==> src/rtl/assert_macros.svh <==
// Assertion helpers. Each macro samples on the rising clock edge and is
// switched off while the synchronous reset is held.
`ifndef ASSERT_MACROS_SVH
`define ASSERT_MACROS_SVH

// Same-cycle implication.
`define AST_SAME(lbl, ante, cons, msg) \
    lbl: assert property (@(posedge i_clk) disable iff (!i_rst_n) (ante) |-> (cons)) \
        else $error(msg);

// Next-cycle implication.
`define AST_NEXT(lbl, ante, cons, msg) \
    lbl: assert property (@(posedge i_clk) disable iff (!i_rst_n) (ante) |=> (cons)) \
        else $error(msg);

`endif

==> src/rtl/spk_pkg.sv <==
`default_nettype none

package spk_pkg;

    localparam int WORD_W      = 64;
    localparam int ROUNDS_DEF  = 34;
    localparam int ROT_A       = 8;
    localparam int ROT_B       = 3;
    localparam int CFG_IDX_W   = 3;

    localparam logic [CFG_IDX_W-1:0] CFG_KEY_WORD_0 = 3'd0;
    localparam logic [CFG_IDX_W-1:0] CFG_KEY_WORD_1 = 3'd1;
    localparam logic [CFG_IDX_W-1:0] CFG_KEY_WORD_2 = 3'd2;
    localparam logic [CFG_IDX_W-1:0] CFG_KEY_WORD_3 = 3'd3;
    localparam logic [CFG_IDX_W-1:0] CFG_DIRECTION  = 3'd4;

    typedef logic [WORD_W-1:0] t_word;

    typedef enum logic [2:0] {
        ST_IDLE,
        ST_SCHED,
        ST_PRIME,
        ST_RUN,
        ST_HOLD
    } t_state;

    typedef struct packed {
        logic load;
        logic step;
    } t_sched_ctl;

    typedef struct packed {
        logic load;
        logic step;
        logic dir;
    } t_round_ctl;

    function automatic t_word rotr(input t_word v, input int s);
        rotr = (v >> s) | (v << (WORD_W - s));
    endfunction

    function automatic t_word rotl(input t_word v, input int s);
        rotl = (v << s) | (v >> (WORD_W - s));
    endfunction

endpackage

`default_nettype wire

==> src/rtl/spk_ram.sv <==
`default_nettype none

module spk_ram #(
    parameter int WIDTH = 64,
    parameter int DEPTH = 34,
    localparam int AW = (DEPTH > 1) ? $clog2(DEPTH) : 1
) (
    input  wire logic             i_clk,
    input  wire logic             i_we,
    input  wire logic [AW-1:0]    i_waddr,
    input  wire logic [WIDTH-1:0] i_wdata,
    input  wire logic [AW-1:0]    i_raddr,
    output logic      [WIDTH-1:0] o_rdata
);

    logic [WIDTH-1:0] r_mem [DEPTH];

    always_ff @(posedge i_clk) begin
        if (i_we) begin
            r_mem[i_waddr] <= i_wdata;
        end
        o_rdata <= r_mem[i_raddr];
    end

endmodule

`default_nettype wire

==> src/rtl/spk_sched.sv <==
`default_nettype none

module spk_sched #(
    parameter int ROUNDS = spk_pkg::ROUNDS_DEF,
    localparam int IW = (ROUNDS > 1) ? $clog2(ROUNDS) : 1
) (
    input  wire logic               i_clk,
    input  wire spk_pkg::t_sched_ctl i_ctl,
    input  wire logic [IW-1:0]      i_idx,
    input  wire spk_pkg::t_word     i_key0,
    input  wire spk_pkg::t_word     i_key1,
    input  wire spk_pkg::t_word     i_key2,
    input  wire spk_pkg::t_word     i_key3,
    output spk_pkg::t_word          o_rk
);

    spk_pkg::t_word r_k;
    spk_pkg::t_word r_l0;
    spk_pkg::t_word r_l1;
    spk_pkg::t_word r_l2;
    spk_pkg::t_word fresh;

    assign fresh = (spk_pkg::rotr(r_l0, spk_pkg::ROT_A) + r_k)
                   ^ spk_pkg::WORD_W'(i_idx);
    assign o_rk  = r_k;

    always_ff @(posedge i_clk) begin
        if (i_ctl.load) begin
            r_k  <= i_key3;
            r_l0 <= i_key2;
            r_l1 <= i_key1;
            r_l2 <= i_key0;
        end else if (i_ctl.step) begin
            r_k  <= spk_pkg::rotl(r_k, spk_pkg::ROT_B) ^ fresh;
            r_l0 <= r_l1;
            r_l1 <= r_l2;
            r_l2 <= fresh;
        end
    end

endmodule

`default_nettype wire

==> src/rtl/spk_round.sv <==
`default_nettype none

module spk_round (
    input  wire logic               i_clk,
    input  wire spk_pkg::t_round_ctl i_ctl,
    input  wire spk_pkg::t_word     i_x,
    input  wire spk_pkg::t_word     i_y,
    input  wire spk_pkg::t_word     i_rk,
    output spk_pkg::t_word          o_x,
    output spk_pkg::t_word          o_y
);

    spk_pkg::t_word r_x;
    spk_pkg::t_word r_y;
    spk_pkg::t_word enc_x;
    spk_pkg::t_word enc_y;
    spk_pkg::t_word dec_x;
    spk_pkg::t_word dec_y;

    always_comb begin
        enc_x = (spk_pkg::rotr(r_x, spk_pkg::ROT_A) + r_y) ^ i_rk;
        enc_y = spk_pkg::rotl(r_y, spk_pkg::ROT_B) ^ enc_x;
        dec_y = spk_pkg::rotr(r_x ^ r_y, spk_pkg::ROT_B);
        dec_x = spk_pkg::rotl((r_x ^ i_rk) - dec_y, spk_pkg::ROT_A);
    end

    always_ff @(posedge i_clk) begin
        if (i_ctl.load) begin
            r_x <= i_x;
            r_y <= i_y;
        end else if (i_ctl.step) begin
            r_x <= i_ctl.dir ? dec_x : enc_x;
            r_y <= i_ctl.dir ? dec_y : enc_y;
        end
    end

    assign o_x = r_x;
    assign o_y = r_y;

endmodule

`default_nettype wire

==> src/rtl/speck_block_cipher.sv <==
// Speck 128/256 block cipher, one block per beat in codebook fashion. The four key
// words and the direction must be written by the user through the configuration port
// only while the block is idle; the block itself does not enforce this. The first
// block after reset or after any key word write first expands the key into ROUNDS
// round keys held in a single-port-write, registered-read RAM, one key per cycle. Each
// block then takes one round per cycle through a shared round unit fed from that RAM:
// a prime step starts the first key read, ROUNDS rounds run, and a hold step moves the
// result into the output register once that register is free; the key expansion comes
// first when the schedule must run. One block is in work at a time: the next input
// beat is taken as soon as the finished block has moved into the output register,
// even while that result still waits on the master side.
`default_nettype none

`include "assert_macros.svh"

module speck_block_cipher #(
    parameter int ROUNDS = spk_pkg::ROUNDS_DEF
) (
    input  wire logic                          i_clk,
    input  wire logic                          i_rst_n,
    input  wire logic                          i_cfg_we,
    input  wire logic [spk_pkg::CFG_IDX_W-1:0] i_cfg_idx,
    input  wire logic [spk_pkg::WORD_W-1:0]    i_cfg_data,
    input  wire logic                          s_axis_tvalid,
    output logic                               s_axis_tready,
    // Fields from bit 0 up: block_x [63:0], block_y [127:64].
    input  wire logic [2*spk_pkg::WORD_W-1:0]  s_axis_tdata,
    output logic                               m_axis_tvalid,
    input  wire logic                          m_axis_tready,
    // Fields from bit 0 up: out_x [63:0], out_y [127:64].
    output logic      [2*spk_pkg::WORD_W-1:0]  m_axis_tdata
);

    localparam int IW = (ROUNDS > 1) ? $clog2(ROUNDS) : 1;
    localparam logic [IW-1:0] LAST = IW'(ROUNDS - 1);

    spk_pkg::t_word r_key0;
    spk_pkg::t_word r_key1;
    spk_pkg::t_word r_key2;
    spk_pkg::t_word r_key3;
    logic           r_dir;
    logic           r_keys_ready;

    spk_pkg::t_state r_state;
    spk_pkg::t_state n_state;
    logic [IW-1:0]   r_cnt;
    logic [IW-1:0]   n_cnt;
    logic [IW-1:0]   r_kidx;
    logic [IW-1:0]   n_kidx;
    logic            r_out_valid;
    logic            n_out_valid;
    logic            n_keys_ready;
    spk_pkg::t_word  r_out_x;
    spk_pkg::t_word  r_out_y;

    spk_pkg::t_sched_ctl sched_ctl;
    spk_pkg::t_round_ctl round_ctl;
    logic            ram_we;
    logic [IW-1:0]   ram_raddr;
    spk_pkg::t_word  ram_rdata;
    spk_pkg::t_word  sched_rk;
    spk_pkg::t_word  cur_x;
    spk_pkg::t_word  cur_y;
    logic            in_beat;
    logic            out_load;

    assign s_axis_tready = (r_state == spk_pkg::ST_IDLE);
    assign in_beat       = s_axis_tvalid && s_axis_tready;
    assign m_axis_tvalid = r_out_valid;
    assign m_axis_tdata  = {r_out_y, r_out_x};

    always_ff @(posedge i_clk) begin
        if (!i_rst_n) begin
            r_key0 <= '0;
            r_key1 <= '0;
            r_key2 <= '0;
            r_key3 <= '0;
            r_dir  <= 1'b0;
        end else if (i_cfg_we) begin
            case (i_cfg_idx)
                spk_pkg::CFG_KEY_WORD_0: r_key0 <= i_cfg_data;
                spk_pkg::CFG_KEY_WORD_1: r_key1 <= i_cfg_data;
                spk_pkg::CFG_KEY_WORD_2: r_key2 <= i_cfg_data;
                spk_pkg::CFG_KEY_WORD_3: r_key3 <= i_cfg_data;
                spk_pkg::CFG_DIRECTION:  r_dir  <= i_cfg_data[0];
                default: ;
            endcase
        end
    end

    always_ff @(posedge i_clk) begin
        if (!i_rst_n) begin
            r_state      <= spk_pkg::ST_IDLE;
            r_cnt        <= '0;
            r_kidx       <= '0;
            r_out_valid  <= 1'b0;
            r_keys_ready <= 1'b0;
        end else begin
            r_state      <= n_state;
            r_cnt        <= n_cnt;
            r_kidx       <= n_kidx;
            r_out_valid  <= n_out_valid;
            r_keys_ready <= n_keys_ready;
        end
    end

    always_ff @(posedge i_clk) begin
        if (out_load) begin
            r_out_x <= cur_x;
            r_out_y <= cur_y;
        end
    end

    always_comb begin
        n_state      = r_state;
        n_cnt        = r_cnt;
        n_kidx       = r_kidx;
        n_keys_ready = r_keys_ready;
        n_out_valid  = r_out_valid && !m_axis_tready;
        sched_ctl    = '0;
        round_ctl    = '0;
        round_ctl.dir = r_dir;
        ram_we       = 1'b0;
        ram_raddr    = r_kidx;
        out_load     = 1'b0;

        if (i_cfg_we && (i_cfg_idx inside {spk_pkg::CFG_KEY_WORD_0, spk_pkg::CFG_KEY_WORD_1,
                                           spk_pkg::CFG_KEY_WORD_2, spk_pkg::CFG_KEY_WORD_3})) begin
            n_keys_ready = 1'b0;
        end

        case (r_state)
            spk_pkg::ST_IDLE: begin
                if (in_beat) begin
                    round_ctl.load = 1'b1;
                    n_cnt          = '0;
                    if (r_keys_ready) begin
                        n_state = spk_pkg::ST_PRIME;
                    end else begin
                        sched_ctl.load = 1'b1;
                        n_state        = spk_pkg::ST_SCHED;
                    end
                end
            end
            spk_pkg::ST_SCHED: begin
                sched_ctl.step = 1'b1;
                ram_we         = 1'b1;
                n_cnt          = r_cnt + 1'b1;
                if (r_cnt == LAST) begin
                    n_keys_ready = 1'b1;
                    n_cnt        = '0;
                    n_state      = spk_pkg::ST_PRIME;
                end
            end
            spk_pkg::ST_PRIME: begin
                ram_raddr = r_dir ? LAST : '0;
                n_kidx    = ram_raddr;
                n_cnt     = '0;
                n_state   = spk_pkg::ST_RUN;
            end
            spk_pkg::ST_RUN: begin
                round_ctl.step = 1'b1;
                ram_raddr      = r_dir ? (r_kidx - 1'b1) : (r_kidx + 1'b1);
                n_kidx         = ram_raddr;
                n_cnt          = r_cnt + 1'b1;
                if (r_cnt == LAST) begin
                    n_cnt   = '0;
                    n_state = spk_pkg::ST_HOLD;
                end
            end
            spk_pkg::ST_HOLD: begin
                if (!r_out_valid || m_axis_tready) begin
                    out_load    = 1'b1;
                    n_out_valid = 1'b1;
                    n_state     = spk_pkg::ST_IDLE;
                end
            end
            default: begin
                n_state = spk_pkg::ST_IDLE;
            end
        endcase
    end

    spk_ram #(
        .WIDTH(spk_pkg::WORD_W),
        .DEPTH(ROUNDS)
    ) u_rk_ram (
        .i_clk   (i_clk),
        .i_we    (ram_we),
        .i_waddr (r_cnt),
        .i_wdata (sched_rk),
        .i_raddr (ram_raddr),
        .o_rdata (ram_rdata)
    );

    spk_sched #(
        .ROUNDS(ROUNDS)
    ) u_sched (
        .i_clk  (i_clk),
        .i_ctl  (sched_ctl),
        .i_idx  (r_cnt),
        .i_key0 (r_key0),
        .i_key1 (r_key1),
        .i_key2 (r_key2),
        .i_key3 (r_key3),
        .o_rk   (sched_rk)
    );

    spk_round u_round (
        .i_clk (i_clk),
        .i_ctl (round_ctl),
        .i_x   (s_axis_tdata[spk_pkg::WORD_W-1:0]),
        .i_y   (s_axis_tdata[2*spk_pkg::WORD_W-1:spk_pkg::WORD_W]),
        .i_rk  (ram_rdata),
        .o_x   (cur_x),
        .o_y   (cur_y)
    );

    `AST_NEXT(a_sched_sets_ready,
              (r_state == spk_pkg::ST_SCHED) && (n_state == spk_pkg::ST_PRIME),
              r_keys_ready, "key schedule finished without marking keys ready")
    `AST_NEXT(a_prime_starts_run, r_state == spk_pkg::ST_PRIME,
              (r_state == spk_pkg::ST_RUN) && (r_cnt == '0), "round run did not start at zero")
    `AST_SAME(a_result_from_hold, $rose(m_axis_tvalid),
              $past(r_state) == spk_pkg::ST_HOLD, "result appeared outside the hold step")
    `AST_SAME(a_no_ram_write_in_run, r_state == spk_pkg::ST_RUN,
              !ram_we && r_keys_ready, "round keys written or stale during a round run")

endmodule

`default_nettype wire
==> config.mk <==
export PLATFORM = sky130hd
export DESIGN_NAME = speck_block_cipher
export DESIGN_NICKNAME = d
export VERILOG_FILES = /design/src/rtl/spk_pkg.sv /design/src/rtl/spk_ram.sv /design/src/rtl/spk_sched.sv /design/src/rtl/spk_round.sv /design/src/rtl/speck_block_cipher.sv
export VERILOG_INCLUDE_DIRS = /design/src /design/src/rtl
export SDC_FILE = /design/constraint.sdc
export NUM_CORES = 2
export LEC_CHECK = 0
export BUFFER_PORTS_ARGS = -buffer_cell sky130_fd_sc_hd__clkbuf_2
export CAP_MARGIN = 20
export CORE_MARGIN = 3
export CORE_UTILIZATION = 45
export CTS_CLUSTER_SIZE = 30
export DETAILED_ROUTE_END_ITERATION = 16
export GPL_TIMING_DRIVEN = 1
export MAX_ROUTING_LAYER = met4
export PLACE_DENSITY = 0.6
export SLEW_MARGIN = 20
export SYNTH_ARGS = -nofsm -noshare
export SYNTH_HDL_FRONTEND = slang
export SYNTH_SLANG_ARGS = --single-unit
==> constraint.sdc <==
create_clock -name i_clk -period 22.3 [get_ports i_clk]
set_clock_uncertainty 0.2 [all_clocks]
set_input_delay 1.115 -clock i_clk [delete_from_list [all_inputs] [get_ports i_clk]]
set_output_delay 1.115 -clock i_clk [all_outputs]
set_load 0.005 [all_outputs]
* After elaboration in Yosys (flattened, before gate mapping)
Memories as Yosys holds them, arrays and structs flattened. A register that Yosys moved wholly into a read port is not among the register bits.
Index checks and enable logic that the tools add are counted.
Widths: inputs -> output; s select.
** Word-level totals
- Bits in registers :: 786
- Memory bits (writable) :: 2176
- Output and inout bits :: 130
- Word-level logic and storage cells :: 112
- Memories :: 1
** Memory list
- u_rk_ram.r_mem :: depth 34, bits a word 64, rd ports 1, clocked after memory_dff 1, write ports 1, RTL line spk_ram.sv:16 : logic [WIDTH-1:0] r_mem [DEPTH];
** Operators by class
- $add $sub $neg :: 6
- Equal/unequal tests :: 13
- Mux-type cells :: 42
- Bitwise gates (word level) :: 12
- Reduce and logical (&&, ||, !) cells :: 20
** Operator list (count)
- $mux 64 :: 14
- $xor 64x64->64 :: 5
- $add 64x64->64 :: 2
- $or 56x64->64 :: 2
- $or 64x3->64 :: 2
- $or 61x64->64 :: 1
- $or 64x8->64 :: 1
- $sub 64x64->64 :: 1
- $xor 64x6->64 :: 1
- $mux 6 :: 4
- $pmux 6 s3 :: 1
- $mux 1 :: 16
- $pmux 3 s5 :: 1
- $add 6x1->6 const B :: 2
- $eq 3x2->1 const B :: 4
- $mux 3 :: 4
- $pmux 6 s2 :: 1
- $reduce_and 2->1 :: 6
- $eq 3x1->1 const B :: 2
- $eq 3x3->1 const B :: 2
- $eq 6x6->1 const B :: 1
- $logic_not 3->1 :: 2
- $ne 2x2->1 const B :: 3
- $sub 6x1->6 const B :: 1
- other kinds (10) :: 14

* Logic depth before layout (Yosys ltp)
- Word-level depth :: 7
- Gate-level depth with buffers :: 15

* Cells and area by module
Synthesis repeated with hierarchy kept, for this count alone.
** Unflattened totals
- Cell total of the unflattened synthesis :: 8165
- Area total of the unflattened synthesis :: 129315.3 µm²
** Modules (own cells, without submodules)
- spk_ram :: instances 1, cells each 3501, area an instance 83855.4 µm², seq. area each 66623.9 µm²
- spk_round :: instances 1, cells each 1966, area an instance 16310.6 µm², seq. area each 3843.7 µm²
- spk_sched :: instances 1, cells each 1306, area an instance 14971.9 µm², seq. area each 7687.4 µm²
- speck_block_cipher :: instances 1, cells each 1392, area an instance 14177.3 µm², seq. area each 9328.9 µm²

* Worst setup path before layout
OpenSTA, ideal clock, no wires.
- Kind :: input port to flip-flop
- Start point :: input port s_axis_tvalid
- End point :: register u_sched.r_k[0] (netlist: u_sched.o_rk[0]) (enable)
- Data arrival time :: 6.295 ns
- Data required time :: 20.153 ns
- Path slack :: 13.859 ns
- Cell stages on the path :: 6
- Buffers on the path :: 3
- Cells stage by stage :: and2_1 > clkbuf_1 > nand2b_1 > clkbuf_1 > clkbuf_1 > nand2_1
** On the way
- Word-level cells in the longest chain between the ends :: 4
** Ends and longest elaborated chain
- from (decl) :: RTL line speck_block_cipher.sv:24 : input wire logic s_axis_tvalid,
- $logic_and 1x1->1 :: RTL line speck_block_cipher.sv:68 : assign in_beat = s_axis_tvalid && s_axis_tready;
- $mux 1 :: RTL line speck_block_cipher.sv:134 : if (in_beat) begin
- $mux 1 :: RTL line speck_block_cipher.sv:132 : case (r_state)
- $reduce_bool 2->1 (no line)
- to (signal assigned) :: RTL line spk_sched.sv:29 : r_k <= i_key3;
- to (signal assigned) :: RTL line spk_sched.sv:34 : r_k <= spk_pkg::rotl(r_k, spk_pkg::ROT_B) ^ fresh;
- to (decl) :: RTL line spk_sched.sv:17 : spk_pkg::t_word r_k;
No other way between the ends.
A chain may end at the register's enable or synchronous reset.

* Worst setup path after layout
- Start point :: register r_state[2]
- End point :: register u_rk_ram.o_rdata[35] (read register of u_rk_ram.r_mem)
** On the way
- Word-level cells in the longest chain between the ends :: 2
- Elaborated cells on any way between the ends :: 3
** Ends and longest elaborated chain
- from (decl) :: RTL line speck_block_cipher.sv:44 : spk_pkg::t_state r_state;
- from (signal assigned) :: RTL line speck_block_cipher.sv:93 : r_state <= spk_pkg::ST_IDLE;
- from (signal assigned) :: RTL line speck_block_cipher.sv:99 : r_state <= n_state;
- $eq 3x2->1 :: RTL line speck_block_cipher.sv:132
- $pmux 6 s2 (*)
- to (decl) :: RTL line spk_ram.sv:13 : output logic [WIDTH-1:0] o_rdata
Every way passes the cells marked *; elsewhere a longest branch is shown, timed or not.

==> impl_metrics.toml <==
[worst_setup_path]
cp-startpoint = "r_state[2]$_SDFFE_PN0P_"
critPathRequiredTime_ps = 22900
cp_common_cell = "buf_4"
path_class = "reg -> reg"
cp_slowest_stage_delay_ps = 850
crit_path_top_delay_cell = "buf_4"
arrival_ps = 7000
critPathLaunchType = "flip-flop"
ff2ff_path_depth = 14
timing.critical_path.buf_inv = 4
cp_cell_sequence = "nand2b_1 > nand2_1 > o21ai_4 > buf_4 > buf_4 > buf_4 > buf_4 > nand2_1 > and3_1 > a311oi_1 > a31oi_1 > a211oi_1 > a21oi_1 > a21oi_1"
r2r_start = "r_state[2]$_SDFFE_PN0P_"
cpLargestDelayFamily = "buffers and inverters"
crit_cells = 14
cp_max_fo = 88
endpoint_kind = "flip-flop"

[placement]
io_buffers = 329
gp_congestion = 0.926
dp_hpwl_mm = 249

[power_and_ir_drop]
clkPwrFrac = 0.237
internal_power_mw = 13.6
vdd_drop_max_mv = 0.0907
power_switching_share = 0.386
power_frac_comb = 0.392
power_leakage_nw = 52.6
power-per-cell-area_nw_per_um2 = 149
p_sw_mw = 8.57
sequentialPowerShare = 0.371

[routing]
drt-total-wl_mm = 420
vias_per_cell = 5.90
vias = 93151
drc_errors = 0
wire_per_inst_um = 26.6
drt_iter0_drc = 11402
drt_pass1_iterations = 6
drtAntennaViolNets = 0

[die]
start_util = 0.453
core_um2 = 291000
io_pins = 330
die_h_um = 548
dieArea_um2 = 300000
rows = 198
die_w_um = 548

[cells_and_area]
fin_util = 0.509
final_common_cell = "nand2_1"
fillerInstances = 25411
largest_register_ffs = 2176
num-nets-final = 12009
top_register = "u_rk_ram.r_mem"
mostFrequentLayoutCells = "nand2_1, edfxtp_1, a21oi_1"
drive_gt1_frac = 0.0945
areaGrowthSynthToFinish_pct = 12.4

[synthesis]
ys_ff_latch = 3026
synth_flop_cell = "edfxtp_1"
synthesis.nets = 11890
avgSynthCellArea_um2 = 11.5
synth_warnings = 0
netlist_area_um2 = 132000
synth_edf_count = 2688
synth.distinct_cells = 80
syn-instance-count = 11491
synthArstFlopShare = 0
ys_seq_area_frac = 0.663

[clock_tree]
clockRootBuffer = "clkbuf_16"
postCtsSetupBuffers = 0
cts_buffer_depth = 4
worstSkewPairLatency_ps = 910
cts_max_level = 5
cts_made_buffers = 323
cts.sinks = 3026
cts_hold_buf = 0
cts_tree = "done"
path_clk_slew_ps = 60
ctsResizeCount = 0

[timing]
setup_viol = 0
relSlewSlack = 0.170
slew_violations = 0
tightest_slew_ps = 1250
finalCritPeriodShare = 0.287
rsz0062_at_grt = "no"
max_freq_ghz = 0.156
finalSetupTns_ps = 0
hold_viol_final = 0
min_period_ps = 6410

[global_route]
grt_pass1_wl_mm = 607
grt_pass1_vias = 88147
grt_start_max_net_pins = 202
grt.overflow.total = 0
antenna_found_initial = 15
track_usage = 0.279

[job]
drv_cap = 0

[min_path]
min_path_type = "reg -> reg"
hp-start = "r_key0[2]$_SDFFE_PN0P_"
hold_path_depth = 2

[status]
status = "finished, final reports clean"
## cells in the mapped netlist, drive strengths merged, types with 21 or more instances
cell,number,area share
nand2,3356,0.095
o21ai,238,0.0091
edfxtp,2688,0.61
or3,21,0.0010
a311oi,261,0.017
o21a,26,0.0015
buf,67,0.0022
mux2i,25,0.0019
mux2,23,0.0020
o21bai,38,0.0022
ha,195,0.018
xor2,171,0.011
nand2b,22,0.0010
a21o,132,0.0075
xnor2,314,0.021
nand4,61,0.0029
a211oi,317,0.018
and2,107,0.0051
nor3,28,0.0011
dfxtp,338,0.051
a31oi,287,0.014
a21oi,789,0.030
clkbuf,685,0.019
nor2,300,0.0085
and3,411,0.019
inv,62,0.0018
o211ai,23,0.0013
nand3,309,0.012
## path summary, 6_finish.rpt
kind / end / slack [ps]
worst min register to register: r_key0[2]$_SDFFE_PN0P_ / 250
worst min-delay path: r_key0[2]$_SDFFE_PN0P_ / 250
worst max-delay path: u_rk_ram.o_rdata[35]$_DFF_P_ / 15890
worst max register to register: u_rk_ram.o_rdata[35]$_DFF_P_ / 15890
## power by group through the flow
stage                     clock [mW]  sequential [mW]  combinational (mW)
after floorplan                    0             8.33                5.47
after global placement             0             8.37                8.45
after detailed placement           0             8.38                8.48
after CTS                       5.34             8.26                8.52
after global routing            5.57             8.24                9.39
final                           5.26             8.22                8.70
## through the flow
step	area [um^2]	instances	total power [mW]	setup slack, ps	hold slack [ps]
3_5_place_dp	138000	15174	16.9	16030	244
6_report	148000	15790	22.2	15890	251
4_1_cts	148000	15773	22.1	15960	207
2_1_floorplan	132000	11491	13.8	13860	234
5_1_grt	148000	15787	23.2	15450	254
3_3_place_gp	138000	15171	16.8	16050	239
## kinds of logic after synthesis
family | synth area share
AND/OR/NAND/NOR | 0.150
flip-flops | 0.663
AO/OA/AOI/OAI | 0.109
buffers and inverters | 0.0235
XOR/XNOR | 0.0322
adder cells (fa/ha/maj) | 0.0191
multiplexers | 0.00386
## worst reg2reg max path, stage by stage, from the launching register on
cell and delay, ps:
dfxtp_1 580, nand2b_1 580, nand2_1 260, o21ai_4 100, buf_4 740, buf_4 710, buf_4 850, buf_4 960
nand2_1 160, and3_1 210, a311oi_1 290, a31oi_1 80, a211oi_1 340, a21oi_1 80, a21oi_1 190
## routing by layer
| layer | global-route usage | share of wire | up-vias |
|---|---|---|---|
| met2 | 0.436 | 0.47 | 4263 |
| li1 | - | - | 41919 |
| met5 | - | 0 | - |
| met3 | 0.0313 | 0.078 | 723 |
| met1 | 0.384 | 0.42 | 46246 |
| met4 | 0.0864 | 0.032 | 0 |
## final cells by class
type / count / area (um^2) / share of cell area
Sequential cell: 3026 / 87500 / 0.590
Multi-Input combinational cell: 7651 / 41800 / 0.282
Clock buffer: 448 / 8920 / 0.0601
Tap cell: 3900 / 4880 / 0.0329
Timing Repair Buffer: 546 / 3540 / 0.0238
Clock inverter: 151 / 1470 / 0.00993
Inverter: 62 / 240 / 0.00162
Antenna cell: 6 / 15.0 / 0.000101
Note: power is estimated with default switching activity, not from simulation.
